**config.mk**
```make
export PLATFORM = sky130hd
export DESIGN_NAME = write_ring_offset_lookup
export DESIGN_NICKNAME = d
export VERILOG_FILES = /design/src/rtl/core/wrol_pkg.sv /design/src/rtl/core/write_ring_offset_lookup.sv
export SDC_FILE = /design/constraint.sdc
export NUM_CORES = 1
export LEC_CHECK = 0
export ABC_AREA = 1
export BUFFER_PORTS_ARGS = -buffer_cell sky130_fd_sc_hd__buf_2
export CAP_MARGIN = 25
export CORE_ASPECT_RATIO = 0.8
export CORE_MARGIN = 1.5
export CORE_UTILIZATION = 55
export DETAILED_ROUTE_END_ITERATION = 8
export PLACE_DENSITY = 0.79
export SLEW_MARGIN = 5
export SYNTH_ARGS = -nofsm -noshare
export SYNTH_HDL_FRONTEND = slang
export SYNTH_SLANG_ARGS = --single-unit
export TNS_END_PERCENT = 10
```
**constraint.sdc**
```tcl
create_clock -name clk -period 4.2 [get_ports clk]
set_clock_uncertainty 0.2 [all_clocks]
set_input_delay 0.21 -clock clk [delete_from_list [all_inputs] [get_ports clk]]
set_output_delay 0.21 -clock clk [all_outputs]
set_load 0.01 [all_outputs]
```
**src/rtl/core/wrol_pkg.sv**
```systemverilog
// wrol_pkg: shared widths, request codes and sequencer state type for the
// write ring offset lookup block. No dependencies.
`timescale 1ns / 1ps

package wrol_pkg;

	localparam int SLOTS_DEF = 16;
	localparam int TAG_W     = 32;
	localparam int LEN_W     = 16;
	localparam int OFF_W     = 20;
	localparam int HIDX_W    = 4;

	localparam logic REQ_ADD  = 1'b0;
	localparam logic REQ_FIND = 1'b1;

	typedef enum logic [1:0] {
		ST_IDLE = 2'b01,
		ST_WALK = 2'b10
	} state_t;

endpackage

```
**src/rtl/core/write_ring_offset_lookup.sv**
```systemverilog
// write_ring_offset_lookup: overwriting ring of tag/length slots with a
// sequential byte-offset lookup walk. Depends on wrol_pkg.
`timescale 1ns / 1ps

// channel | handshake            | payload
// in      | in_valid / in_ready  | req_type, entry_tag, entry_size, byte_pos
// out     | out_valid / out_ready| found, hit_index, hit_tag, hit_size, byte_within, ring_full
//
// Add: result beat registered at accept, valid in the next cycle.
// Find: the first slot is read at accept, then the walk checks one slot per cycle
//   through the length/tag memory read port, up to SLOTS slots, until the result beat.
// Reset clears pointers, full flag and per-slot valid bits; no clearing pass.
// in_ready is low during a walk and while an unaccepted result beat is held.
module write_ring_offset_lookup #(
	parameter int SLOTS = wrol_pkg::SLOTS_DEF
) (
	input  logic                        clk,
	input  logic                        arst_n,
	input  logic                        in_valid,
	output logic                        in_ready,
	input  logic                        req_type,
	input  logic [wrol_pkg::TAG_W-1:0]  entry_tag,
	input  logic [wrol_pkg::LEN_W-1:0]  entry_size,
	input  logic [wrol_pkg::OFF_W-1:0]  byte_pos,
	output logic                        out_valid,
	input  logic                        out_ready,
	output logic                        found,
	output logic [wrol_pkg::HIDX_W-1:0] hit_index,
	output logic [wrol_pkg::TAG_W-1:0]  hit_tag,
	output logic [wrol_pkg::LEN_W-1:0]  hit_size,
	output logic [wrol_pkg::LEN_W-1:0]  byte_within,
	output logic                        ring_full
);

	localparam int IW = $clog2(SLOTS);
	localparam logic [IW-1:0] LAST = IW'(SLOTS - 1);

	function automatic logic [IW-1:0] next_slot(input logic [IW-1:0] p);
		return (p == LAST) ? '0 : p + 1'b1;
	endfunction

	wrol_pkg::state_t state_q;

	logic [wrol_pkg::LEN_W-1:0] len_mem [SLOTS];
	logic [wrol_pkg::TAG_W-1:0] tag_mem [SLOTS];
	logic [SLOTS-1:0]           vld_q;

	logic [IW-1:0]              wr_ptr_q, rd_ptr_q, cur_q, cnt_q;
	logic                       full_q;
	logic [wrol_pkg::OFF_W-1:0] off_q;
	logic [wrol_pkg::LEN_W-1:0] len_rd_q;
	logic [wrol_pkg::TAG_W-1:0] tag_rd_q;
	logic                       vld_rd_q;

	logic                       out_valid_q, found_q, full_out_q;
	logic [wrol_pkg::HIDX_W-1:0] hidx_q;
	logic [wrol_pkg::TAG_W-1:0] htag_q;
	logic [wrol_pkg::LEN_W-1:0] hsize_q, within_q;

	logic                       out_free, acc, add_acc, find_acc;
	logic [IW-1:0]              rd_idx, wr_nxt;
	logic [wrol_pkg::LEN_W-1:0] len_eff;
	logic [wrol_pkg::OFF_W-1:0] len_ext;
	logic                       skip;
	logic [IW+3:0]              idx_ext;

	assign out_free = !out_valid_q || out_ready;
	assign in_ready = (state_q == wrol_pkg::ST_IDLE) && out_free;
	assign acc      = in_valid && in_ready;
	assign add_acc  = acc && (req_type == wrol_pkg::REQ_ADD);
	assign find_acc = acc && (req_type == wrol_pkg::REQ_FIND);

	assign rd_idx  = (state_q == wrol_pkg::ST_WALK) ? next_slot(cur_q) : rd_ptr_q;
	assign wr_nxt  = next_slot(wr_ptr_q);
	assign len_eff = vld_rd_q ? len_rd_q : '0;
	assign len_ext = wrol_pkg::OFF_W'(len_eff);
	assign skip    = off_q >= len_ext;
	assign idx_ext = {{4{1'b0}}, cur_q};

	// slot memories
	always_ff @(posedge clk) begin
		if (add_acc) begin
			len_mem[wr_ptr_q] <= entry_size;
			tag_mem[wr_ptr_q] <= entry_tag;
		end
		len_rd_q <= len_mem[rd_idx];
		tag_rd_q <= tag_mem[rd_idx];
	end

	always_ff @(posedge clk) begin
		if (acc)
			off_q <= byte_pos;
		else if (state_q == wrol_pkg::ST_WALK && skip)
			off_q <= off_q - len_ext;
	end

	always_ff @(posedge clk or negedge arst_n) begin
		if (!arst_n) begin
			state_q     <= wrol_pkg::ST_IDLE;
			vld_q       <= '0;
			vld_rd_q    <= 1'b0;
			wr_ptr_q    <= '0;
			rd_ptr_q    <= '0;
			full_q      <= 1'b0;
			cur_q       <= '0;
			cnt_q       <= '0;
			out_valid_q <= 1'b0;
			found_q     <= 1'b0;
			full_out_q  <= 1'b0;
			hidx_q      <= '0;
			htag_q      <= '0;
			hsize_q     <= '0;
			within_q    <= '0;
		end else begin
			vld_rd_q <= vld_q[rd_idx];
			if (out_valid_q && out_ready && !add_acc)
				out_valid_q <= 1'b0;
			unique case (state_q)
				wrol_pkg::ST_IDLE: begin
					if (add_acc) begin
						vld_q[wr_ptr_q] <= 1'b1;
						wr_ptr_q        <= wr_nxt;
						if (full_q)
							rd_ptr_q <= next_slot(rd_ptr_q);
						else if (wr_nxt == rd_ptr_q)
							full_q <= 1'b1;
						out_valid_q <= 1'b1;
						found_q     <= 1'b0;
						hidx_q      <= '0;
						htag_q      <= '0;
						hsize_q     <= '0;
						within_q    <= '0;
						full_out_q  <= full_q || (wr_nxt == rd_ptr_q);
					end else if (find_acc) begin
						cur_q   <= rd_ptr_q;
						cnt_q   <= '0;
						state_q <= wrol_pkg::ST_WALK;
					end
				end
				wrol_pkg::ST_WALK: begin
					if (len_eff != '0 && skip && cnt_q != LAST) begin
						cur_q <= next_slot(cur_q);
						cnt_q <= cnt_q + 1'b1;
					end else begin
						// zero-length slot, hit, or walked every slot
						state_q     <= wrol_pkg::ST_IDLE;
						out_valid_q <= 1'b1;
						full_out_q  <= full_q;
						if (len_eff != '0 && !skip) begin
							found_q  <= 1'b1;
							hidx_q   <= idx_ext[3:0];
							htag_q   <= tag_rd_q;
							hsize_q  <= len_eff;
							within_q <= off_q[wrol_pkg::LEN_W-1:0];
						end else begin
							found_q  <= 1'b0;
							hidx_q   <= '0;
							htag_q   <= '0;
							hsize_q  <= '0;
							within_q <= '0;
						end
					end
				end
				default: state_q <= wrol_pkg::ST_IDLE;
			endcase
		end
	end

	assign out_valid   = out_valid_q;
	assign found       = found_q;
	assign hit_index   = hidx_q;
	assign hit_tag     = htag_q;
	assign hit_size    = hsize_q;
	assign byte_within = within_q;
	assign ring_full   = full_out_q;

endmodule

```
# == Word level (Yosys, flattened, before mapping) ==
# Memory sizes are Yosys's and may differ from the RTL's. A register that Yosys moved wholly into a read port is not among the register bits.
# Index checks and enable logic that the tools add are counted.
# word_totals
ff_bits,127
ram_bits,768
inputBits,73
out_inout_bits,72
wordCells,118
memories,2
# classes
n_addsub,5
magnitude_cmp,4
n_eq_ne,12
n_mux,53
bitwise_logic,2
reduce_logical,24
# memory_table
name,words,width,read_ports,rd_ports_with_merged_regs,wr,line_no,rtl
tag_mem,16,32,1,1,1,write_ring_offset_lookup.sv:45,logic [wrol_pkg::TAG_W-1:0] tag_mem [SLOTS];
len_mem,16,16,1,1,1,write_ring_offset_lookup.sv:44,logic [wrol_pkg::LEN_W-1:0] len_mem [SLOTS];
# op_table
cell,count
$mux W16,6
$mux W32,3
$pmux W16 S2,2
$pmux W32 S2,1
$mux W4,13
$mux W20,2
$pmux W4 S2,3
$ge A20 B16 Y1,1
$sub A20 B16 Y20,1
$add A4 B1 Y4 const B,4
$or A16 B16 Y16,1
$reduce_bool A16 Y1,1
$mux W1,14
$eq A4 B4 Y1 const B,3
$logic_and A1 B1 Y1,11
$lt A4 B5 Y1 const B,2
$reduce_and A3 Y1,3
$ne A2 B2 Y1 const B,4
$mux W2,3
$pmux W1 S2,3
$bmux W1 S4,1
$demux W1 S4,1
$eq A4 B4 Y1,1
$ge A4 B1 Y1 const B,1
other kinds (11),15

# == Logic depth before layout (Yosys ltp) ==
# Gate-level depths: netlist of run 1.
# logic_depth
ltp_word,10
depth_mapped,17
depth_no_buf,16

# == Least setup slack after synthesis of run 1 ==
# OpenSTA, ideal clock, no wires.
# synth_path
path_type,reg-to-reg
start,register state_q[0]
end,memory len_mem[13][0] (netlist name) (enable)
setup_time_ns,0.454
arrival_ns,3.661
t_required_ns,3.546
slack_ns,-0.115
path_stages_with_launch,9
n_path_buf,1
synth_period_minus_slack_ns,4.315
path_cell_list,dfstp_2 ha_1 inv_1 nor2_2 nand2_2 nor2_4 buf_2 nand2_1 nor2_1
# synth_between
elab_chain_cells,6
# synth_lines
item,line_no,rtl
start: declaration,write_ring_offset_lookup.sv:42,wrol_pkg::state_t state_q;
start signal: assignment,write_ring_offset_lookup.sv:99,state_q <= wrol_pkg::ST_IDLE;
start signal: assignment,write_ring_offset_lookup.sv:137,state_q <= wrol_pkg::ST_WALK;
start signal: assignment,write_ring_offset_lookup.sv:146,state_q <= wrol_pkg::ST_IDLE;
$eq A2 B1 Y1,write_ring_offset_lookup.sv:68,assign in_ready = (state_q == wrol_pkg::ST_IDLE) && out_free;
$logic_and A1 B1 Y1,write_ring_offset_lookup.sv:68,
named net in_ready,write_ring_offset_lookup.sv:20,"output logic in_ready,"
$logic_and A1 B1 Y1,write_ring_offset_lookup.sv:69,assign acc = in_valid && in_ready;
$logic_and A1 B1 Y1,write_ring_offset_lookup.sv:70,assign add_acc = acc && (req_type == wrol_pkg::REQ_ADD);
$mux W1,write_ring_offset_lookup.sv:82,if (add_acc) begin
$mux W1 (implied by the code),write_ring_offset_lookup.sv:83,len_mem[wr_ptr_q] <= entry_size;
end: declaration,write_ring_offset_lookup.sv:44,
# The timed path passes the listed nets, and every way through them passes these cells.

# == Final worst setup path of run 1 ==
# layout_path
start,register vld_rd_q
end,register htag_q (netlist bit hit_tag[1])
# layout_between
elab_chain_cells,7
word_cells_on_any_way,12
cone_classes,order compare: 1; eq/ne: 1; mux: 4; reduce/logical: 6
# layout_lines
item,line_no,rtl
start: declaration,write_ring_offset_lookup.sv:53,logic vld_rd_q;
start signal: assignment,write_ring_offset_lookup.sv:115,vld_rd_q <= vld_q[rd_idx];
$mux W16 *,write_ring_offset_lookup.sv:75,assign len_eff = vld_rd_q ? len_rd_q : '0;
$ge A20 B16 Y1,write_ring_offset_lookup.sv:77,assign skip = off_q >= len_ext;
$logic_not A1 Y1,write_ring_offset_lookup.sv:149,if (len_eff != '0 && !skip) begin
$logic_and A1 B1 Y1,write_ring_offset_lookup.sv:149,
$mux W32,write_ring_offset_lookup.sv:149,
$mux W32,write_ring_offset_lookup.sv:141,if (len_eff != '0 && skip && cnt_q != LAST) begin
$pmux W32 S2,write_ring_offset_lookup.sv:118,unique case (state_q)
end signal: assignment,write_ring_offset_lookup.sv:152,htag_q <= tag_rd_q;
end: declaration,write_ring_offset_lookup.sv:57,logic [wrol_pkg::TAG_W-1:0] htag_q;
# Every way passes the cells marked *; elsewhere a longest branch is shown, timed or not. The select of a mux whose other input is x is not followed.
# A chain may end at the register's enable or synchronous reset.

==> impl_metrics.py, run 1 <==
metrics = {
    "logic_synthesis": {
        "muxShareOfSynthArea_pct": 0,
        "synthesis.area_um2": 38400,
        "synth-seq-cells": 943,
        "synth_compound_area_share_pct": 10.0,
        "synth_area_leaders": "edfxtp_1 (62%), dfrtp_1 (6.9%), o21ai_0 (5.5%), nand2_1 (5.0%), nand3_1 (3.6%)",
        "synthAdderAreaFrac_pct": 0.866,
        "synth_xor_area_share_pct": 0.319,
        "synthSimpleGateAreaFrac_pct": 12.5,
        "synth_top_family_by_area": "simple AND/OR/NAND/NOR gates",
        "postSynthCellCount": 3253,
        "synth_warnings": 0,
        "netlist.area_leader.share_pct": 61.6,
        "synth.net_count": 3352,
        "synth.avg_cell_area_um2": 11.8,
        "synth_top_area_cell": "edfxtp_1",
        "synth.distinct_cells": 40,
        "yosysSeqAreaShare_pct": 71.0,
    },
    "setup_path": {
        "startpoint_type": "flop",
        "r2r_start": "vld_rd_q",
        "critPathMaxFanout": 70,
        "cpPeakStageDelay_ns": 0.55,
        "end_kind": "flop",
        "cp-startpoint": "vld_rd_q",
        "crit_top_cell": "nand2_1",
        "slowest_stage": "dfrtp_1",
        "critPathKind": "reg2reg",
        "arrival_ns": 3.88,
        "critPathRequiredTime_ns": 4.54,
        "crit_path_cell_trace": "nand2_1 > inv_1 > ha_1 > fa_1 > inv_1 > nand3_1 > nand2_1 > nand2_1 > nand2_1 > nand2_1 > nand3_1 > nand3_2 > nand2_4 > buf_12 > nand2_1 > o21ai_0",
    },
    "drt": {
        "drt_pass1_iterations": 8,
        "route.vias.total": 25500,
        "drt_iter0_markers": 2996,
        "ant_nets": 0,
        "postRouteWirelength_mm": 93.4,
        "drc": 0,
        "vias_per_cell": 5.76,
        "wl_per_cell_um": 21.1,
    },
    "finish": {
        "final_nets": 3528,
        "syn2layout_area_growth_pct": 14.3,
        "mostFrequentLayoutCells": "edfxtp_1 (788), nand2_1 (515), o21ai_0 (420)",
        "stdcell_count": 4428,
        "final_layout_size_suffix_gt1_share_pct": 13.0,
        "seq_area_um2": 27300,
        "postLayoutCoreUtil_pct": 63.7,
        "multi_input_area_um2": 9290,
        "fillCellCount": 4967,
        "final_common_cell": "edfxtp_1",
    },
    "sta": {
        "whs_ns": 0.0461,
        "rsz0062_at_grt": "false",
        "max_freq_ghz": 0.283,
        "setup_ws_ns": 0.661,
        "hold_viol_final": 0,
        "setup_viol_count_final": 0,
        "report.final.slew_viol_count": 0,
        "period_needed_ns": 3.54,
        "relSlewSlack_pct": 38.3,
        "finalCritPeriodShare_pct": 84.3,
        "tightestPinTransition_ns": 0.925,
    },
    "flow_run": {
        "cap_viol_max_count": 0,
    },
    "hold_path": {
        "min_from": "in_valid",
        "hold_path_class": "in2reg",
    },
    "floorplanning": {
        "die_x_um": 299,
        "initial_core_util_pct": 55.7,
        "die_h_um": 239,
        "rows": 86,
        "ios": 145,
        "core_um2": 69000,
        "die_area_um2": 71500,
    },
    "clock_tree": {
        "clockBufferDepth": 3,
        "cts_buffers": 87,
        "postCtsHoldBufs": 71,
        "clock-sinks": 943,
        "cts_htree_levels": 3,
        "cts_tree": "done",
        "clk_latency_ns": 0.65,
        "cts_setup_buffers": 0,
        "clk_pin_slew_ns": 0.06,
        "ctsResizeCount": 0,
        "root_buffer": "clkbuf_16",
    },
    "grt": {
        "grt_first_pass_wirelength_mm": 143,
        "grt_pass1_vias": 25000,
        "grt_usage_pct": 26.2,
        "gr-total-overflow": 0,
        "grt_antenna_before_repair": 4,
        "grtUsageMet3_pct": 4.67,
        "busiest_layer": "met2",
        "grt_use_met2_pct": 43.0,
        "use_met1_pct": 35.3,
        "grt_max_degree": 193,
    },
    "placed_design": {
        "port_buffers": 144,
        "place_congestion": 0.886,
        "dp.cells": 4192,
        "pre_cts_slack_ns": 0.746,
        "dp_hpwl_mm": 49.3,
    },
    "power_and_ir_drop": {
        "max-vdd-ir-drop_mv": 0.707,
        "p_per_area_nw_per_um2": 727,
        "p_leak_uw": 0.0169,
    },
    "run_status": {
        "status": "completed",
    },
}
[layer usage]
layer | up-vias | routed length [µm]
met5 | - | 23
met4 | 4 | 2980
met3 | 205 | 8240
met2 | 1284 | 45200
met1 | 12300 | 36900
li1 | 11800 | -
[where the power goes]
group | internal [µW] | switching (µW) | total (µW)
Combinational | 3950 | 8620 | 12600
Sequential | 11000 | 420 | 11400
Clock | 4580 | 3400 | 7980
[worst max-delay path: cells and delay by family, from the launching register on]
kind                       cells  cell delay (ns)
DFF                            1             0.55
buffers and inverters          3             0.51
AOI/OAI and AO/OA              1             0.11
and+or+nand+nor               10             1.34
adders and majority gates      2             0.63
[path summary, 6_finish.rpt]
kind / to / slack [ns] / depth (start not counted)
worst max-delay path: hit_tag[1] / 0.66 / 16
worst min-delay path: off_q[7] / 0.05 / 4
worst max register to register: hit_tag[1] / 0.66 / 16
worst min register to register: hit_tag[16] / 0.25 / 2
max in group asynchronous: hit_tag[12] / 2.82 / 3
min in group asynchronous: byte_within[4] / 0.06 / 2
[sequential cells by signal, summed over array words and instances (netlist names), 16 cells and up]
name,cells
tag_mem,512
len_mem,256
hit_tag,32
tag_rd_q,32
off_q,20
byte_within,16
hit_size,16
len_rd_q,16
vld_q,16
[stage by stage]
| stage | power [µW] | cell area (µm²) | setup TNS, ns |
|---|---|---|---|
| 2_1_floorplan | 20400 | 38400 | -22.17 |
| 5_1_grt | 33900 | 43900 | 0 |
| 6_report | 31900 | 43900 | 0 |
| 3_3_place_gp | 23400 | 40300 | 0 |
| 4_1_cts | 31900 | 43900 | 0 |
| 3_5_place_dp | 23800 | 40300 | 0 |
[final cells by class]
| type | instances | share of cell area [%] |
|---|---|---|
| well taps | 924 | 2.63 |
| diodes | 3 | 0.0171 |
| clock inverters | 39 | 0.940 |
| inverters | 285 | 2.47 |
| multi-input cells | 1841 | 21.1 |
| flip-flops and latches | 943 | 62.2 |
| repair buffers | 271 | 5.07 |
| clock buffers | 122 | 5.58 |
[Yosys cell counts]
cell type    n
dfrtp_1    106
or2_2       80
xnor2_1      5
a21o_1       1
nand3_2      1
buf_6       14
dfstp_2      1
buf_2       62
nand3_1    279
xor2_1       9
fa_1         1
nand2_2      4
nand3b_4     1
nor2_1     227
o21ai_0    420
buf_1        7
ha_1        25
inv_1      280
a21oi_1     53
nand2_1    515
dfxtp_1     48
nor3_1       2
clkbuf_1    83
nor2_4       1
nor2_2       1
nand3b_1     1
o21ai_1     42
edfxtp_1   788
inv_2        3
inv_4        2
o21ai_2     11
a21oi_2      1
buf_4       18
o21ai_4      1
o22ai_1      1
or2_1        1
nand4_1      6
o21bai_1     1
o21a_1       1
o211ai_1   150
[kinds of logic after synthesis]
| kind of cell | Yosys count |
|---|---|
| and+or+nand+nor | 1119 |
| DFF | 943 |
| AOI/OAI and AO/OA | 682 |
| buffers and inverters | 469 |
| adders and majority gates | 26 |
| xor gates and xnor gates | 14 |
Power figures use the tool's default switching activity.
==> run 2: changes to the inputs <==
--- a/config.mk
+++ b/config.mk
@@ -12,7 +12,7 @@
 export CORE_MARGIN = 1.5
 export CORE_UTILIZATION = 55
 export DETAILED_ROUTE_END_ITERATION = 8
-export PLACE_DENSITY = 0.79
+export PLACE_DENSITY = 0.76
 export SLEW_MARGIN = 5
 export SYNTH_ARGS = -nofsm -noshare
 export SYNTH_HDL_FRONTEND = slang
==> constraint.sdc (replaced) <==
create_clock -name clk -period 3.35 [get_ports clk]
set_clock_uncertainty 0.2 [all_clocks]
set_input_delay 0.1675 -clock clk [delete_from_list [all_inputs] [get_ports clk]]
set_output_delay 0.1675 -clock clk [all_outputs]
set_load 0.01 [all_outputs]
==> run 2 against run 1 <==
Net effect: maximum frequency rose by 10%; flip-flop and latch count did not move; highest routed layer unchanged; non-clock buffer count rose by 34; final cell count rose by 0.84%; utilization rose by 0.84 points; via count fell by 0.61%; first-iteration DRC count fell by 0.67%; sequential share of layout area fell by 0.81 points; combinational power rose by 30%; global-route usage fell by 0.32 points; clock power rose by 28%.
==> impl_metrics.py, run 2 (synthesis gave the netlist of run 1 again) <==
metrics = {
    "setup_path": {
        "critPathMaxFanout": 12,
        "critPathRequiredTime_ns": 3.55,
        "startpoint_type": "flop",
        "critPathKind": "reg2reg",
        "r2r_start": "vld_rd_q",
        "r2r-end": "off_q[7]",
        "r2r_slack_ns": 0.14,
        "arrival_ns": 3.41,
        "cp-startpoint": "vld_rd_q",
        "end_kind": "flop",
        "reg2reg_depth": 10,
    },
    "finish": {
        "regMostFlops": "tag_mem",
        "largest_registers": "tag_mem x512, len_mem x256",
        "largest_register_ffs": 512,
        "seq_area_um2": 27300,
        "final_common_cell": "edfxtp_1",
        "final_nets": 3562,
        "syn2layout_area_growth_pct": 15.8,
        "final_area_um2": 44500,
        "stdcell_count": 4465,
        "mostFrequentLayoutCells": "edfxtp_1 (788), nand2_1 (513), o21ai_0 (419)",
        "multi_input_area_um2": 9310,
        "final_layout_size_suffix_gt1_share_pct": 13.7,
        "fillCellCount": 4929,
    },
    "drt": {
        "route.met3.wl_mm": 7.83,
        "vias_per_cell": 5.68,
        "highest_layer": "met5",
        "route.vias.total": 25400,
        "postRouteWirelength_mm": 91.9,
        "wl_per_cell_um": 20.6,
        "ant_nets": 0,
        "met1Wirelength_mm": 37.0,
        "wl_met2_mm": 44.3,
        "drt_pass1_iterations": 6,
        "drt_iter0_markers": 2976,
        "drc": 0,
    },
    "grt": {
        "grt_pass1_vias": 24400,
        "grt_usage_pct": 25.9,
        "grt_max_degree": 96,
        "grt_antenna_before_repair": 4,
        "gr-total-overflow": 0,
        "grt_first_pass_wirelength_mm": 141,
    },
    "floorplanning": {
        "ios": 145,
        "die_h_um": 239,
        "rows": 86,
        "die_area_um2": 71500,
        "core_um2": 69000,
        "die_x_um": 299,
        "initial_core_util_pct": 55.7,
    },
    "power_and_ir_drop": {
        "p_leak_uw": 0.0171,
        "p_sw_share_pct": 38.2,
        "power.switching_uw": 15600,
        "max-vdd-ir-drop_mv": 0.900,
        "clkPwrFrac_pct": 25.0,
        "pwr-share-seq_pct": 34.8,
        "finalPower_uw": 40800,
        "p_int_uw": 25200,
        "p_per_area_nw_per_um2": 917,
        "power_frac_comb_pct": 40.1,
    },
    "clock_tree": {
        "root_buffer": "clkbuf_16",
        "cts_buffers": 87,
        "clock-sinks": 943,
        "clk_pin_slew_ns": 0.07,
        "cts_tree": "done",
        "cts_htree_levels": 3,
        "clk_latency_ns": 0.64,
        "clockBufferDepth": 3,
        "cts_setup_buffers": 0,
    },
    "sta": {
        "report.final.slew_viol_count": 0,
        "hold_viol_final": 0,
        "max_freq_ghz": 0.311,
        "tightestPinTransition_ns": 0.674,
        "finalCritPeriodShare_pct": 95.9,
        "setup_viol_count_final": 0,
        "period_needed_ns": 3.21,
        "whs_ns": 0.0302,
        "relSlewSlack_pct": 55.0,
    },
    "hold_path": {
        "min_to": "off_q[3]",
        "min_from": "in_valid",
        "hold_path_class": "in2reg",
        "whs_path_depth": 5,
    },
    "placed_design": {
        "dpl_cell_area_um2": 40700,
        "place_congestion": 0.899,
        "dp_hpwl_mm": 49.0,
        "port_buffers": 144,
        "dp.cells": 4215,
    },
    "flow_run": {
        "cap_viol_max_count": 0,
    },
    "run_status": {
        "status": "completed",
    },
}
==> run 2: changes by cell type in the layout (fill, tap and decap cells not counted), sizes merged <==
cell	previous run	this run
clkinv	25	27
dlygate4sd3	71	82
bufinv	8	10
buf	200	223
clkbuf	122	121
clkinvlp	2	3
inv	289	288
==> run 2: worst max-delay path, cell delays in order, from the launching register on <==
cell and delay [ns]:
dfrtp_2 0.44, buf_4 0.21, nand2_1 0.11, ha_1 0.37
a21oi_1 0.26, nand2_2 0.15, a21o_1 0.25, or2_2 0.29
nand3_1 0.10, nand2_1 0.05, dlygate4sd3_1 0.54
==> run 2: power by group through the flow <==
stage	registers (µW)	logic, µW	clock network [µW]
2_1_floorplan	14300	11300	0
3_3_place_gp	14400	15500	0
4_1_cts	14200	16200	10300
3_5_place_dp	14500	15800	0
6_report	14200	16400	10200
5_1_grt	14300	18300	10800
==> run 2: how the worst max path moves through the flow <==
stage	endpoint	slack (ns)	cells after the start
after floorplan	len_mem[0][0]	-0.75	7
after global placement	hit_tag[10]	0.31	16
after detailed placement	hit_tag[13]	0.21	16
after CTS	off_q[7]	0.06	10
after global routing	off_q[15]	-0.01	12
final	off_q[7]	0.14	10
==> run 2: layout make-up <==
cell class	count	share of cell area (%)
Inverter	285	2.44
Clock buffer	121	5.59
Clock inverter	43	1.05
Antenna cell	3	0.0169
Timing Repair Buffer	305	6.04
Tap cell	924	2.60
Sequential cell	943	61.3
Multi-Input combinational cell	1841	20.9
==> run 2: repair_timing <==
item / 4_1_cts / 5_1_grt
endpoints found under the hold margin: 900 / 0
gates resized for setup: 0 / 8
endpoints found under the setup margin: 0 / 50
hold buffers: 83 / 0
==> run 2: per-stage QoR <==
stage          TNS, ns  util, %  setup slack (ns)
2_1_floorplan  -312.31        -            -0.755
3_3_place_gp         0     59.0             0.313
3_5_place_dp         0     59.0             0.214
4_1_cts              0     64.5            0.0551
5_1_grt        -0.0139     64.5           -0.0139
6_report             0     64.5             0.136
==> run 2: routing by layer <==
metal  up-vias  track usage [%]
met3       207             4.56
met4         2             9.38
met1     12200             35.3
met5         -                0
met2      1123             42.0
li1      11800                -
